File: src/rtl/stg_pkg.sv
// Shared types and constants for the trapezoidal step generator.
package stg_pkg;

    // Default widths
    localparam int MOVE_LEN_BITS_DEF = 24;
    localparam int POS_BITS_DEF      = 32;

    // Command codes
    localparam logic [1:0] CMD_TICK  = 2'd0;
    localparam logic [1:0] CMD_MOVE  = 2'd1;
    localparam logic [1:0] CMD_ESTOP = 2'd2;

    // Register indexes (word address paddr[4:2])
    localparam logic [2:0] REG_ACCEL_RATE  = 3'd0;
    localparam logic [2:0] REG_MAX_SPEED   = 3'd1;
    localparam logic [2:0] REG_MIN_INTV    = 3'd2;
    localparam logic [2:0] REG_PULSE_WIDTH = 3'd3;
    localparam logic [2:0] REG_FIRST_INTV  = 3'd4;
    localparam logic [2:0] REG_DIR_INVERT  = 3'd5;

    // Register reset values
    localparam logic [19:0] ACCEL_RST   = 20'd1440;
    localparam logic [19:0] MAXSPD_RST  = 20'd200;
    localparam logic [19:0] MININTV_RST = 20'd5000;
    localparam logic [15:0] PW_RST      = 16'd5;
    localparam logic [23:0] FIRST_RST   = 24'd25203;

    // Arithmetic constants
    localparam logic [39:0] US_PER_S   = 40'd1000000;
    localparam int          DIV_STEPS  = 40;
    localparam int          SQRT_STEPS = 16;
    localparam logic [31:0] SQRT_BIT0  = 32'h4000_0000;

    typedef enum logic [2:0] {
        ST_IDLE,
        ST_MUL,
        ST_SQRT,
        ST_DIV,
        ST_PLAN,
        ST_CLAMP,
        ST_FIN
    } t_state;

endpackage

File: src/rtl/stepper_trapezoid_step_generator_core.sv
// Trapezoidal stepper step generator: top level with sequencer and shared divider.
//
//  channel | direction | handshake                 | payload
//  --------+-----------+---------------------------+------------------------------------------
//  in      | to core   | i_in_valid / o_in_stall   | i_cmd, i_move_value, i_move_absolute
//  out     | from core | o_out_valid / i_out_stall | o_step_pulse, o_dir_level,
//          |           |                           | o_next_interval_us, o_moving,
//          |           |                           | o_position, o_steps_left
//  cfg     | to core   | APB psel/penable/pready   | paddr, pwdata, prdata
//
//  Steps per item, after the idle state takes the transfer: a ramp tick runs one multiply,
//  16 root iterations, 40 restoring-divide iterations on the shared shift/subtract unit,
//  clamp and result load; a move runs a 40-iteration ramp-length divide, plan and load, or
//  only plan and load with zero acceleration; a cruise tick runs clamp and load; idle ticks,
//  zero moves, emergency stop and unused commands go straight to the result load.
//  Reset is synchronous, active low; it clears the motion state and loads register defaults.
//  A stalled result holds in the output register; the input stalls until that transfer.
module stepper_trapezoid_step_generator_core #(
    parameter int MOVE_LEN_BITS = stg_pkg::MOVE_LEN_BITS_DEF,
    parameter int POS_BITS      = stg_pkg::POS_BITS_DEF
) (
    input  logic               i_clk,
    input  logic               i_rst_n,
    // input channel
    input  logic               i_in_valid,
    output logic               o_in_stall,
    input  logic [1:0]         i_cmd,
    input  logic signed [31:0] i_move_value,
    input  logic               i_move_absolute,
    // output channel
    output logic               o_out_valid,
    input  logic               i_out_stall,
    output logic               o_step_pulse,
    output logic               o_dir_level,
    output logic [23:0]        o_next_interval_us,
    output logic               o_moving,
    output logic signed [31:0] o_position,
    output logic [23:0]        o_steps_left,
    // configuration port
    input  logic               psel,
    input  logic               penable,
    input  logic               pwrite,
    input  logic [4:0]         paddr,
    input  logic [31:0]        pwdata,
    output logic [31:0]        prdata,
    output logic               pready
);

    localparam int L  = MOVE_LEN_BITS;
    localparam int P  = POS_BITS;
    // wide enough for an exact position difference or a 32-bit relative move
    localparam int DW = ((P > 32) ? P : 32) + 1;
    localparam logic [L-1:0] LEN_MAX = {L{1'b1}};

    // configuration registers
    logic [19:0] r_accel, r_max_speed, r_min_intv;
    logic [15:0] r_pulse_w;
    logic [23:0] r_first_intv;
    logic        r_dir_inv;

    // motion state
    logic signed [P-1:0] r_cur;
    logic [L-1:0]        r_rem, r_total, r_ramp, r_decel;
    logic                r_run, r_fwd;

    // sequencer and shared unit
    stg_pkg::t_state r_state, n_state;
    logic [5:0]      r_cnt;
    logic            r_is_move;
    logic [39:0]     r_dvd;        // dividend, shifts into quotient
    logic [20:0]     r_dvs;
    logic [20:0]     r_rem_div;
    logic [31:0]     r_sq, r_root, r_bit;
    logic [L:0]      r_n;
    logic [23:0]     r_interval;
    logic            r_pulse;

    // output register
    logic            r_out_valid;
    logic            r_o_pulse, r_o_dir, r_o_moving;
    logic [23:0]     r_o_intv, r_o_left;
    logic [31:0]     r_o_pos;

    logic accept_in, take_out, cfg_wr;
    assign accept_in = i_in_valid && !o_in_stall;
    assign take_out  = r_out_valid && !i_out_stall;
    assign cfg_wr    = psel && penable && pwrite;
    assign pready    = 1'b1;

    // ---------------- configuration port ----------------
    always_ff @(posedge i_clk) begin
        if (!i_rst_n) begin
            r_accel      <= stg_pkg::ACCEL_RST;
            r_max_speed  <= stg_pkg::MAXSPD_RST;
            r_min_intv   <= stg_pkg::MININTV_RST;
            r_pulse_w    <= stg_pkg::PW_RST;
            r_first_intv <= stg_pkg::FIRST_RST;
            r_dir_inv    <= 1'b0;
        end else if (cfg_wr) begin
            case (paddr[4:2])
                stg_pkg::REG_ACCEL_RATE:  r_accel      <= pwdata[19:0];
                stg_pkg::REG_MAX_SPEED:   r_max_speed  <= pwdata[19:0];
                stg_pkg::REG_MIN_INTV:    r_min_intv   <= pwdata[19:0];
                stg_pkg::REG_PULSE_WIDTH: r_pulse_w    <= pwdata[15:0];
                stg_pkg::REG_FIRST_INTV:  r_first_intv <= pwdata[23:0];
                stg_pkg::REG_DIR_INVERT:  r_dir_inv    <= pwdata[0];
                default: ;
            endcase
        end
    end

    always_comb begin
        case (paddr[4:2])
            stg_pkg::REG_ACCEL_RATE:  prdata = 32'(r_accel);
            stg_pkg::REG_MAX_SPEED:   prdata = 32'(r_max_speed);
            stg_pkg::REG_MIN_INTV:    prdata = 32'(r_min_intv);
            stg_pkg::REG_PULSE_WIDTH: prdata = 32'(r_pulse_w);
            stg_pkg::REG_FIRST_INTV:  prdata = 32'(r_first_intv);
            stg_pkg::REG_DIR_INVERT:  prdata = 32'(r_dir_inv);
            default:                  prdata = 32'd0;
        endcase
    end

    // ---------------- decode of the accepted item ----------------
    logic [16:0]         min_pw;
    logic                tick_active;
    logic [L-1:0]        rem_dec, done_cnt;
    logic                in_accel_ramp, in_decel_ramp;
    logic signed [P-1:0] tgt;
    logic signed [DW-1:0] diff;
    logic [DW-1:0]       mag;
    logic                mv_fwd, mv_go;
    logic [L-1:0]        mv_len;
    logic [23:0]         first_clamped;

    assign min_pw        = {r_pulse_w, 1'b0};
    assign tick_active   = r_run && (r_rem != '0);
    assign rem_dec       = r_rem - L'(1);
    assign done_cnt      = r_total - rem_dec;
    assign in_accel_ramp = done_cnt <= r_ramp;
    assign in_decel_ramp = done_cnt >= r_decel;

    assign tgt  = P'(i_move_value);
    assign diff = i_move_absolute ? (DW'(tgt) - DW'(r_cur)) : DW'(i_move_value);
    assign mv_fwd = !diff[DW-1] && (diff != '0);
    assign mag    = diff[DW-1] ? DW'(-diff) : DW'(diff);
    assign mv_go  = mag != '0;
    assign mv_len = (mag > DW'(LEN_MAX)) ? LEN_MAX : mag[L-1:0];
    assign first_clamped = (r_first_intv < 24'(min_pw)) ? 24'(min_pw) : r_first_intv;

    // ---------------- shared shift/subtract unit ----------------
    logic [21:0] div_sh;
    logic        div_ge;
    logic [21:0] div_nx;
    assign div_sh = {r_rem_div, r_dvd[39]};
    assign div_ge = div_sh >= {1'b0, r_dvs};
    assign div_nx = div_ge ? (div_sh - {1'b0, r_dvs}) : div_sh;

    logic [32:0] sq_sum;
    logic        sq_ge;
    logic [31:0] root_nx;
    assign sq_sum  = {1'b0, r_root} + {1'b0, r_bit};
    assign sq_ge   = {1'b0, r_sq} >= sq_sum;
    assign root_nx = sq_ge ? ((r_root >> 1) + r_bit) : (r_root >> 1);

    // speed from the root as it stands after the current iteration
    logic [15:0] speed;
    assign speed = (root_nx[15:0] == 16'd0) ? 16'd1 : root_nx[15:0];

    logic [52:0] ramp_prod;
    assign ramp_prod = {r_accel, 1'b0} * 32'(r_n);

    logic [39:0] need;
    logic        half_ramp;
    logic [L-1:0] ramp_sel;
    assign need      = r_dvd;
    assign half_ramp = (r_is_move && r_accel == 20'd0) || ({need, 1'b0} >= 41'(r_total));
    assign ramp_sel  = half_ramp ? (r_total >> 1) : need[L-1:0];

    logic [19:0] clamp_a, clamp_b;
    assign clamp_a = (r_dvd[19:0] < 20'(min_pw)) ? 20'(min_pw) : r_dvd[19:0];
    assign clamp_b = (clamp_a < r_min_intv) ? r_min_intv : clamp_a;

    // ---------------- sequencer ----------------
    always_ff @(posedge i_clk) begin
        if (!i_rst_n) begin
            r_state <= stg_pkg::ST_IDLE;
        end else begin
            r_state <= n_state;
        end
    end

    always_comb begin
        n_state    = r_state;
        o_in_stall = 1'b1;
        case (r_state)
            stg_pkg::ST_IDLE: begin
                o_in_stall = r_out_valid && i_out_stall;
                if (accept_in) begin
                    n_state = stg_pkg::ST_FIN;
                    if (i_cmd == stg_pkg::CMD_TICK && tick_active) begin
                        n_state = (in_accel_ramp || in_decel_ramp) ? stg_pkg::ST_MUL
                                                                  : stg_pkg::ST_CLAMP;
                    end else if (i_cmd == stg_pkg::CMD_MOVE && mv_go) begin
                        n_state = (r_accel == 20'd0) ? stg_pkg::ST_PLAN : stg_pkg::ST_DIV;
                    end
                end
            end
            stg_pkg::ST_MUL:   n_state = stg_pkg::ST_SQRT;
            stg_pkg::ST_SQRT:  if (r_cnt == 6'd0) n_state = stg_pkg::ST_DIV;
            stg_pkg::ST_DIV: begin
                if (r_cnt == 6'd0) begin
                    n_state = r_is_move ? stg_pkg::ST_PLAN : stg_pkg::ST_CLAMP;
                end
            end
            stg_pkg::ST_PLAN:  n_state = stg_pkg::ST_FIN;
            stg_pkg::ST_CLAMP: n_state = stg_pkg::ST_FIN;
            stg_pkg::ST_FIN:   n_state = stg_pkg::ST_IDLE;
            default:           n_state = stg_pkg::ST_IDLE;
        endcase
    end

    // motion state: reset clears it
    always_ff @(posedge i_clk) begin
        if (!i_rst_n) begin
            r_cur   <= '0;
            r_rem   <= '0;
            r_total <= '0;
            r_ramp  <= '0;
            r_decel <= '0;
            r_run   <= 1'b0;
            r_fwd   <= 1'b0;
        end else if (r_state == stg_pkg::ST_IDLE && accept_in) begin
            case (i_cmd)
                stg_pkg::CMD_TICK: begin
                    if (!tick_active) begin
                        r_run <= 1'b0;
                    end else begin
                        // advance one step toward the target
                        r_cur <= r_fwd ? r_cur + P'(1) : r_cur - P'(1);
                        r_rem <= rem_dec;
                    end
                end
                stg_pkg::CMD_MOVE: begin
                    if (mv_go) begin
                        r_fwd   <= mv_fwd;
                        r_total <= mv_len;
                        r_rem   <= mv_len;
                        r_run   <= 1'b1;
                    end
                end
                stg_pkg::CMD_ESTOP: begin
                    r_run <= 1'b0;
                    r_rem <= '0;
                end
                default: ;
            endcase
        end else if (r_state == stg_pkg::ST_PLAN) begin
            r_ramp  <= ramp_sel;
            r_decel <= r_total - ramp_sel;
        end
    end

    // datapath of the shared unit; payload only
    always_ff @(posedge i_clk) begin
        case (r_state)
            stg_pkg::ST_IDLE: begin
                r_rem_div <= '0;
                if (accept_in) begin
                    r_is_move <= (i_cmd == stg_pkg::CMD_MOVE);
                    if (i_cmd == stg_pkg::CMD_TICK && tick_active) begin
                        r_pulse    <= 1'b1;
                        r_interval <= 24'd0;
                        // ramp position: steps done, or steps left before this one
                        r_n        <= in_accel_ramp ? {1'b0, done_cnt} : {1'b0, r_rem};
                        r_dvd      <= 40'(r_min_intv);
                    end else if (i_cmd == stg_pkg::CMD_MOVE && mv_go) begin
                        r_pulse    <= 1'b0;
                        r_interval <= first_clamped;
                        r_dvd      <= 40'(r_max_speed * r_max_speed);
                        r_dvs      <= {r_accel, 1'b0};
                        r_cnt      <= 6'(stg_pkg::DIV_STEPS - 1);
                    end else begin
                        r_pulse    <= 1'b0;
                        r_interval <= 24'd0;
                    end
                end else begin
                    r_pulse    <= 1'b0;
                    r_interval <= 24'd0;
                end
            end
            stg_pkg::ST_MUL: begin
                r_sq   <= ramp_prod[31:0];
                r_root <= 32'd0;
                r_bit  <= stg_pkg::SQRT_BIT0;
                r_cnt  <= 6'(stg_pkg::SQRT_STEPS - 1);
            end
            stg_pkg::ST_SQRT: begin
                if (sq_ge) begin
                    r_sq <= r_sq - sq_sum[31:0];
                end
                r_root <= root_nx;
                r_bit  <= r_bit >> 2;
                if (r_cnt == 6'd0) begin
                    // hand over to the divider: one million over the speed
                    r_dvd     <= stg_pkg::US_PER_S;
                    r_dvs     <= {5'd0, speed};
                    r_rem_div <= '0;
                    r_cnt     <= 6'(stg_pkg::DIV_STEPS - 1);
                end else begin
                    r_cnt <= r_cnt - 6'd1;
                end
            end
            stg_pkg::ST_DIV: begin
                r_rem_div <= div_nx[20:0];
                r_dvd     <= {r_dvd[38:0], div_ge};
                r_cnt     <= r_cnt - 6'd1;
            end
            stg_pkg::ST_CLAMP: r_interval <= 24'(clamp_b);
            default: ;
        endcase
    end

    // ---------------- output register ----------------
    always_ff @(posedge i_clk) begin
        if (!i_rst_n) begin
            r_out_valid <= 1'b0;
        end else if (r_state == stg_pkg::ST_FIN) begin
            r_out_valid <= 1'b1;
        end else if (take_out) begin
            r_out_valid <= 1'b0;
        end
    end

    always_ff @(posedge i_clk) begin
        if (r_state == stg_pkg::ST_FIN) begin
            r_o_pulse  <= r_pulse;
            r_o_dir    <= r_fwd ^ r_dir_inv;
            r_o_intv   <= r_interval;
            r_o_moving <= r_run;
            r_o_pos    <= 32'(64'(r_cur));
            r_o_left   <= 24'(r_rem);
        end
    end

    assign o_out_valid        = r_out_valid;
    assign o_step_pulse       = r_o_pulse;
    assign o_dir_level        = r_o_dir;
    assign o_next_interval_us = r_o_intv;
    assign o_moving           = r_o_moving;
    assign o_position         = r_o_pos;
    assign o_steps_left       = r_o_left;

    // ---------------- assertions ----------------
    a_fin_loads: assert property (@(posedge i_clk) disable iff (!i_rst_n)
        r_state == stg_pkg::ST_FIN |=> r_out_valid)
        else $error("result not loaded after finish");

    a_idle_no_steps: assert property (@(posedge i_clk) disable iff (!i_rst_n)
        !r_run |-> r_rem == '0)
        else $error("steps left while stopped");

    a_root_bit: assert property (@(posedge i_clk) disable iff (!i_rst_n)
        r_state == stg_pkg::ST_SQRT |-> $onehot(r_bit))
        else $error("root trial bit lost");

    a_ramp_order: assert property (@(posedge i_clk) disable iff (!i_rst_n)
        r_state == stg_pkg::ST_IDLE |-> r_ramp <= r_decel)
        else $error("ramp ends after deceleration start");

    a_one_item: assert property (@(posedge i_clk) disable iff (!i_rst_n)
        r_state != stg_pkg::ST_IDLE |-> o_in_stall)
        else $error("input taken while busy");

endmodule
File: config.mk
export PLATFORM = sky130hd
export DESIGN_NAME = stepper_trapezoid_step_generator_core
export DESIGN_NICKNAME = d
export VERILOG_FILES = /design/src/rtl/stg_pkg.sv /design/src/rtl/stepper_trapezoid_step_generator_core.sv
export SDC_FILE = /design/constraint.sdc
export NUM_CORES = 2
export LEC_CHECK = 0
export BUFFER_PORTS_ARGS = -buffer_cell sky130_fd_sc_hd__buf_4
export CORE_MARGIN = 4
export CORE_UTILIZATION = 50
export CTS_BUF_LIST = sky130_fd_sc_hd__clkbuf_16
export DETAILED_ROUTE_END_ITERATION = 10
export PLACE_DENSITY = 0.66
export REMOVE_ABC_BUFFERS = 1
export SLEW_MARGIN = 15
export SYNTH_ARGS = -nofsm -noshare
export SYNTH_HDL_FRONTEND = slang
export SYNTH_SLANG_ARGS = --single-unit
File: constraint.sdc
create_clock -name i_clk -period 25.1 [get_ports i_clk]
set_clock_uncertainty 0.2 [all_clocks]
set_input_delay 6.275 -clock i_clk [delete_from_list [all_inputs] [get_ports i_clk]]
set_output_delay 6.275 -clock i_clk [all_outputs]
set_load 0.01 [all_outputs]
# Yosys cells after proc, flatten, opt, wreduce, memory -nomap -nowiden

Index checks and enable logic that the tools add are counted.

Bitwise operators: 2
Reductions and logical operators: 52
Eq/ne operators: 23
$add $sub $neg: 12
Order comparisons: 9
$mul: 2
Mux-type cells: 57

Operators with widths:

| operator              | number |
|---|---|
| $mux 24               | 9 |
| $pmux 32 s2           | 3 |
| $mux 40               | 4 |
| $pmux 24 s6           | 1 |
| $mux 21               | 6 |
| $pmux 40 s3           | 1 |
| $mux 32               | 3 |
| $pmux 24 s3           | 1 |
| $mux 33               | 2 |
| $reduce_bool 33->1    | 2 |
| $pmux 21 s3           | 1 |
| $pmux 24 s2           | 1 |
| $sub 24x24->24        | 2 |
| $pmux 21 s2           | 1 |
| $ge 41x24->1          | 1 |
| $mul 20x20->40        | 1 |
| $mux 20               | 2 |
| $add 32x32->33        | 1 |
| $ge 32x33->1          | 1 |
| $gt 33x24->1 const B  | 1 |
| $neg 33->33           | 1 |
| $sub 32x32->33        | 1 |
| $add 31x32->32        | 1 |
| $add 32x2->32 const B | 1 |
| other kinds (46)      | 109 |

Output and inout bits: 118
Input port bits: 79
Logic and storage cells: 189
Bits in registers: 553

# Longest topological paths before layout

Depth in word-level cells: 10
Mapped depth: 31
Depth with buffers taken out: 31

# Worst setup path before layout

OpenSTA, ideal clock, no wires.

Path type: input to output
Start point: input port paddr[2]
End point: output port prdata[8]
Arrival: 7.914 ns
Stages: 6
Setup slack: 10.711 ns
Cell sequence: clkbuf_1 -> buf_1 -> buf_1 -> mux4_2 -> inv_1 -> o21ai_0

Word-level cells in the longest chain between the ends: 2

RTL lines:

| what                                     | RTL line                                     | text |
|---|---|---|
| from (decl)                              | stepper_trapezoid_step_generator_core.sv:43  | `input logic [4:0] paddr,` |
| $eq 3x3->1, or another cell as far along | stepper_trapezoid_step_generator_core.sv:113 | `case (paddr[4:2])` |
| $pmux 24 s6 (*)                          | stepper_trapezoid_step_generator_core.sv:113 |  |
| to (decl)                                | stepper_trapezoid_step_generator_core.sv:45  | `output logic [31:0] prdata,` |

Every way passes the cells marked *; elsewhere a longest branch is shown, timed or not.

# Worst setup path in the final report

Start point: input port paddr[4]
End point: output port prdata[1]

Same word-level chain as after synthesis.

==> flow_summary.ini <==
[layout]
area.growth.synth_to_final_pct = 8.30
final_layout_size_suffix_gt1_share_pct = 7.49
mostFrequentLayoutCell = sky130_fd_sc_hd__inv_1
finalNetCount = 8148
layout_common_cells = sky130_fd_sc_hd__inv_1 (1015), sky130_fd_sc_hd__nand2_1 (886), sky130_fd_sc_hd__fa_1 (601), sky130_fd_sc_hd__ha_1 (568), sky130_fd_sc_hd__a21oi_1 (426)
layout.cells.non_filler = 8566

[power_and_ir_drop]
intPower_w = 0.00337
net-switching-power_w = 0.00283
power-per-cell-area_nw_per_um2 = 94.2
post-layout-total-power_w = 0.00620
power.share.switching_pct = 45.6
worst_ir_drop_vdd_mv = 0.111
combinationalPowerShare_pct = 59.9
sequentialPowerShare_pct = 24.7
power_leakage_nw = 30.0
power.share.clock_pct = 15.4

[synth]
synthCells = 6880
ys_seq_area_share_pct = 22.6
synthesis.yosys.warnings = 0
synth_register_bits = 536
postSynthAreaPerCell_sq_um = 8.83
post_synth_num_cell_types = 98
number_of_flops_mapped_to_enable_cells_by_yosys = 301
synth-main-ff-cell = sky130_fd_sc_hd__edfxtp_1
post_synth_instance_area_sq_um = 60700
synth-async-reset-ratio_pct = 0

[floorplanning]
die_area_sq_um = 127000
num_rows = 127
die_outline_height_um = 357
die-width_um = 357
start_util_pct = 50.5
placeableCoreArea_sq_um = 120000
top_level_ports = 197

[setup_path]
crit_path_max_cell_delay_ns = 0.93
crit_path_max_fanout = 34
cpLargestDelayFamily = simple AND/OR/NAND/NOR gates
cp_cell_sequence = buf_4, nor2b_1, nor2b_2, nand2_1, o21ai_0, buf_4
critPathKind = primary input to output pin
crit_path_start_kind = primary input
timing.critical_path.mode_cell = sky130_fd_sc_hd__buf_4
worst_ep_required_time_ns = 18.62
worst_r2r_startpoint = r_max_speed[4]
worst-path-buf-inv = 2
critical_path.slowest_cell = sky130_fd_sc_hd__nor2b_2
worst_setup_path_end_kind = output pin
critPathArrivalTime_ns = 8.91
crit_path_start = paddr[4]

[timing]
final_min_period_over_clock_period_pct = 61.3
max_slew_margin_pct = 23.9
rsz0062_at_grt = false
achievable-frequency_ghz = 0.0650
fin_crit_ns = 15.39
final-setup-viol-count = 0
final_max_slew_viol_count = 0
hold_viol_final = 0
worstMarginPinSlew_ns = 1.14
timing.setup.tns_ns = 0

[run]
max-cap-violations = 0

[clock_network]
cts-root-buf = sky130_fd_sc_hd__clkbuf_16
cts.htree.levels = 2
postCtsSetupRepairBufs = 0
clock_tree.buffer_depth = 3
post_cts.resized_instances = 0
post_cts_hold_buffer_count = 0
cts_tree = built
clk_pin_slew_ns = 0.06
numCtsBuffers = 61
clkSinkCount = 536
clk-insertion-delay-late_ns = 0.69

[run_status]
status = complete, no violations

[min_path]
min_path_type = flip-flop to flip-flop
hold_path_startpoint = r_interval[4]

[placed_design]
dp_hpwl_mm = 131
finalWeightedCongestion = 0.901
placedCellCount = 8449
placement.io_buffers = 177

[routing]
routed-via-count = 49330
wl_per_cell_um = 20.3
drtIter0Drc = 3822
routed_wl_mm = 174
drt-pass1-iter-count = 6
final_antenna_net_count = 0
drc_errors = 0
avg_vias_per_cell = 5.76

[global_route]
grt_pass1_wl_mm = 277
globalRoute.totalOverflow = 0
grt_max_degree = 108
grt_antenna_before_repair = 3
grt_pass1_vias = 49905
global_route.usage.total_pct = 27.4
==> worst paths after layout <==
kind              slack (ns)                     to  depth (start not counted)
hold / removal          0.22  o_next_interval_us[4]                          0
hold reg to reg         0.22  o_next_interval_us[4]                          0
setup reg to reg       15.93               need[39]                         29
setup / recovery        9.71              prdata[1]                          6
==> worst register-to-register path: cells and delay by family (launching register included) <==
kind	cells	cell delay [ns]
xor+xnor	1	0.13
compound gates	12	3.58
buf+inv	6	0.75
simple gates	2	0.38
flops	1	0.42
fa+ha+maj	8	3.45
==> sequential cells by signal, indices dropped and copies added, names as in the netlist, 32 cells and up <==
signal and count:
need 40, o_position 32, r_cur 32, r_root 32
r_sq 32
==> per-layer routing <==
metal	vias to the layer above	track usage (%)	part of all wire, %
li1	23055	-	-
met1	24333	36.6	42
met2	1604	46.1	48
met3	336	3.83	6.7
met4	2	8.44	3.2
met5	-	0	0.0075
==> per-stage QoR <==
step	hold slack, ns	setup WS [ns]	cell area, sq um	util, %
after CTS	0.223	9.82	65800	54.7
final	0.222	9.71	65800	54.7
after global placement	0.201	9.86	63700	52.9
after floorplan	0.200	11.37	59500	-
after global routing	0.223	9.70	65800	54.7
after detailed placement	0.208	9.83	63700	52.9
==> kinds of logic after synthesis <==
logic type	after synthesis	share of synthesized area (%)
other cells	2	0.0124
flops	536	22.6
mux	154	2.80
fa+ha+maj	1171	31.5
compound gates	1316	14.2
buf+inv	1332	8.36
simple gates	2065	16.1
xor+xnor	304	4.38
==> power by group through the flow <==
| stage | combinational, W | sequential, W | clock [W] |
|---|---|---|---|
| 2_1_floorplan | 0.00275 | 0.00146 | 0 |
| 3_3_place_gp | 0.00358 | 0.00154 | 0 |
| 5_1_grt | 0.00418 | 0.00155 | 0.00101 |
| 4_1_cts | 0.00369 | 0.00152 | 0.000970 |
| 3_5_place_dp | 0.00365 | 0.00154 | 0 |
| 6_report | 0.00371 | 0.00153 | 0.000955 |
==> synthesized netlist by cell type (11+ instances only) <==
cell type | n | area [sq um]
sky130_fd_sc_hd__nand3_1 | 84 | 420
sky130_fd_sc_hd__o21bai_1 | 35 | 263
sky130_fd_sc_hd__and2_1 | 295 | 1850
sky130_fd_sc_hd__a31oi_1 | 62 | 388
sky130_fd_sc_hd__nor3_1 | 86 | 430
sky130_fd_sc_hd__xnor2_1 | 185 | 1620
sky130_fd_sc_hd__nand2b_1 | 59 | 369
sky130_fd_sc_hd__nor2_1 | 344 | 1290
sky130_fd_sc_hd__mux2_2 | 37 | 417
sky130_fd_sc_hd__nand2_1 | 886 | 3330
sky130_fd_sc_hd__or2_2 | 22 | 138
sky130_fd_sc_hd__or4_1 | 11 | 82.6
sky130_fd_sc_hd__mux2i_1 | 108 | 1080
sky130_fd_sc_hd__o21a_1 | 44 | 330
sky130_fd_sc_hd__o221a_1 | 19 | 214
sky130_fd_sc_hd__o31ai_1 | 24 | 180
sky130_fd_sc_hd__a31o_2 | 31 | 272
sky130_fd_sc_hd__ha_1 | 568 | 7110
sky130_fd_sc_hd__buf_2 | 19 | 95.1
sky130_fd_sc_hd__o22ai_1 | 29 | 181
sky130_fd_sc_hd__and4_1 | 19 | 166
sky130_fd_sc_hd__inv_1 | 1006 | 3780
sky130_fd_sc_hd__and3_1 | 43 | 269
sky130_fd_sc_hd__nor4_1 | 36 | 225
sky130_fd_sc_hd__a21oi_1 | 427 | 2140
sky130_fd_sc_hd__edfxtp_1 | 301 | 9040
sky130_fd_sc_hd__a211o_1 | 16 | 140
sky130_fd_sc_hd__xor2_1 | 119 | 1040
sky130_fd_sc_hd__clkbuf_1 | 276 | 1040
sky130_fd_sc_hd__buf_1 | 16 | 60.1
sky130_fd_sc_hd__fa_1 | 601 | 12000
sky130_fd_sc_hd__o2111ai_1 | 11 | 96.3
sky130_fd_sc_hd__a21boi_0 | 14 | 105
sky130_fd_sc_hd__a21o_1 | 105 | 788
sky130_fd_sc_hd__a211oi_1 | 76 | 571
sky130_fd_sc_hd__nor2b_1 | 75 | 469
sky130_fd_sc_hd__or3_1 | 26 | 163
sky130_fd_sc_hd__nand4_1 | 42 | 263
sky130_fd_sc_hd__o211ai_1 | 35 | 263
sky130_fd_sc_hd__o31a_1 | 17 | 149
sky130_fd_sc_hd__dfxtp_1 | 235 | 4700
sky130_fd_sc_hd__o21ai_0 | 227 | 1140
==> layout make-up <==
cell class              count  area (sq um)
fillers                 11006         54500
multi-input cells        5019         42100
flip-flops and latches    536         13700
inverters                1009          3790
repair buffers            273          2050
well taps                1612          2020
clock buffers              65          1630
clock inverters            51           468
diodes                      1          2.50
Note: power is estimated with default switching activity, not from simulation.
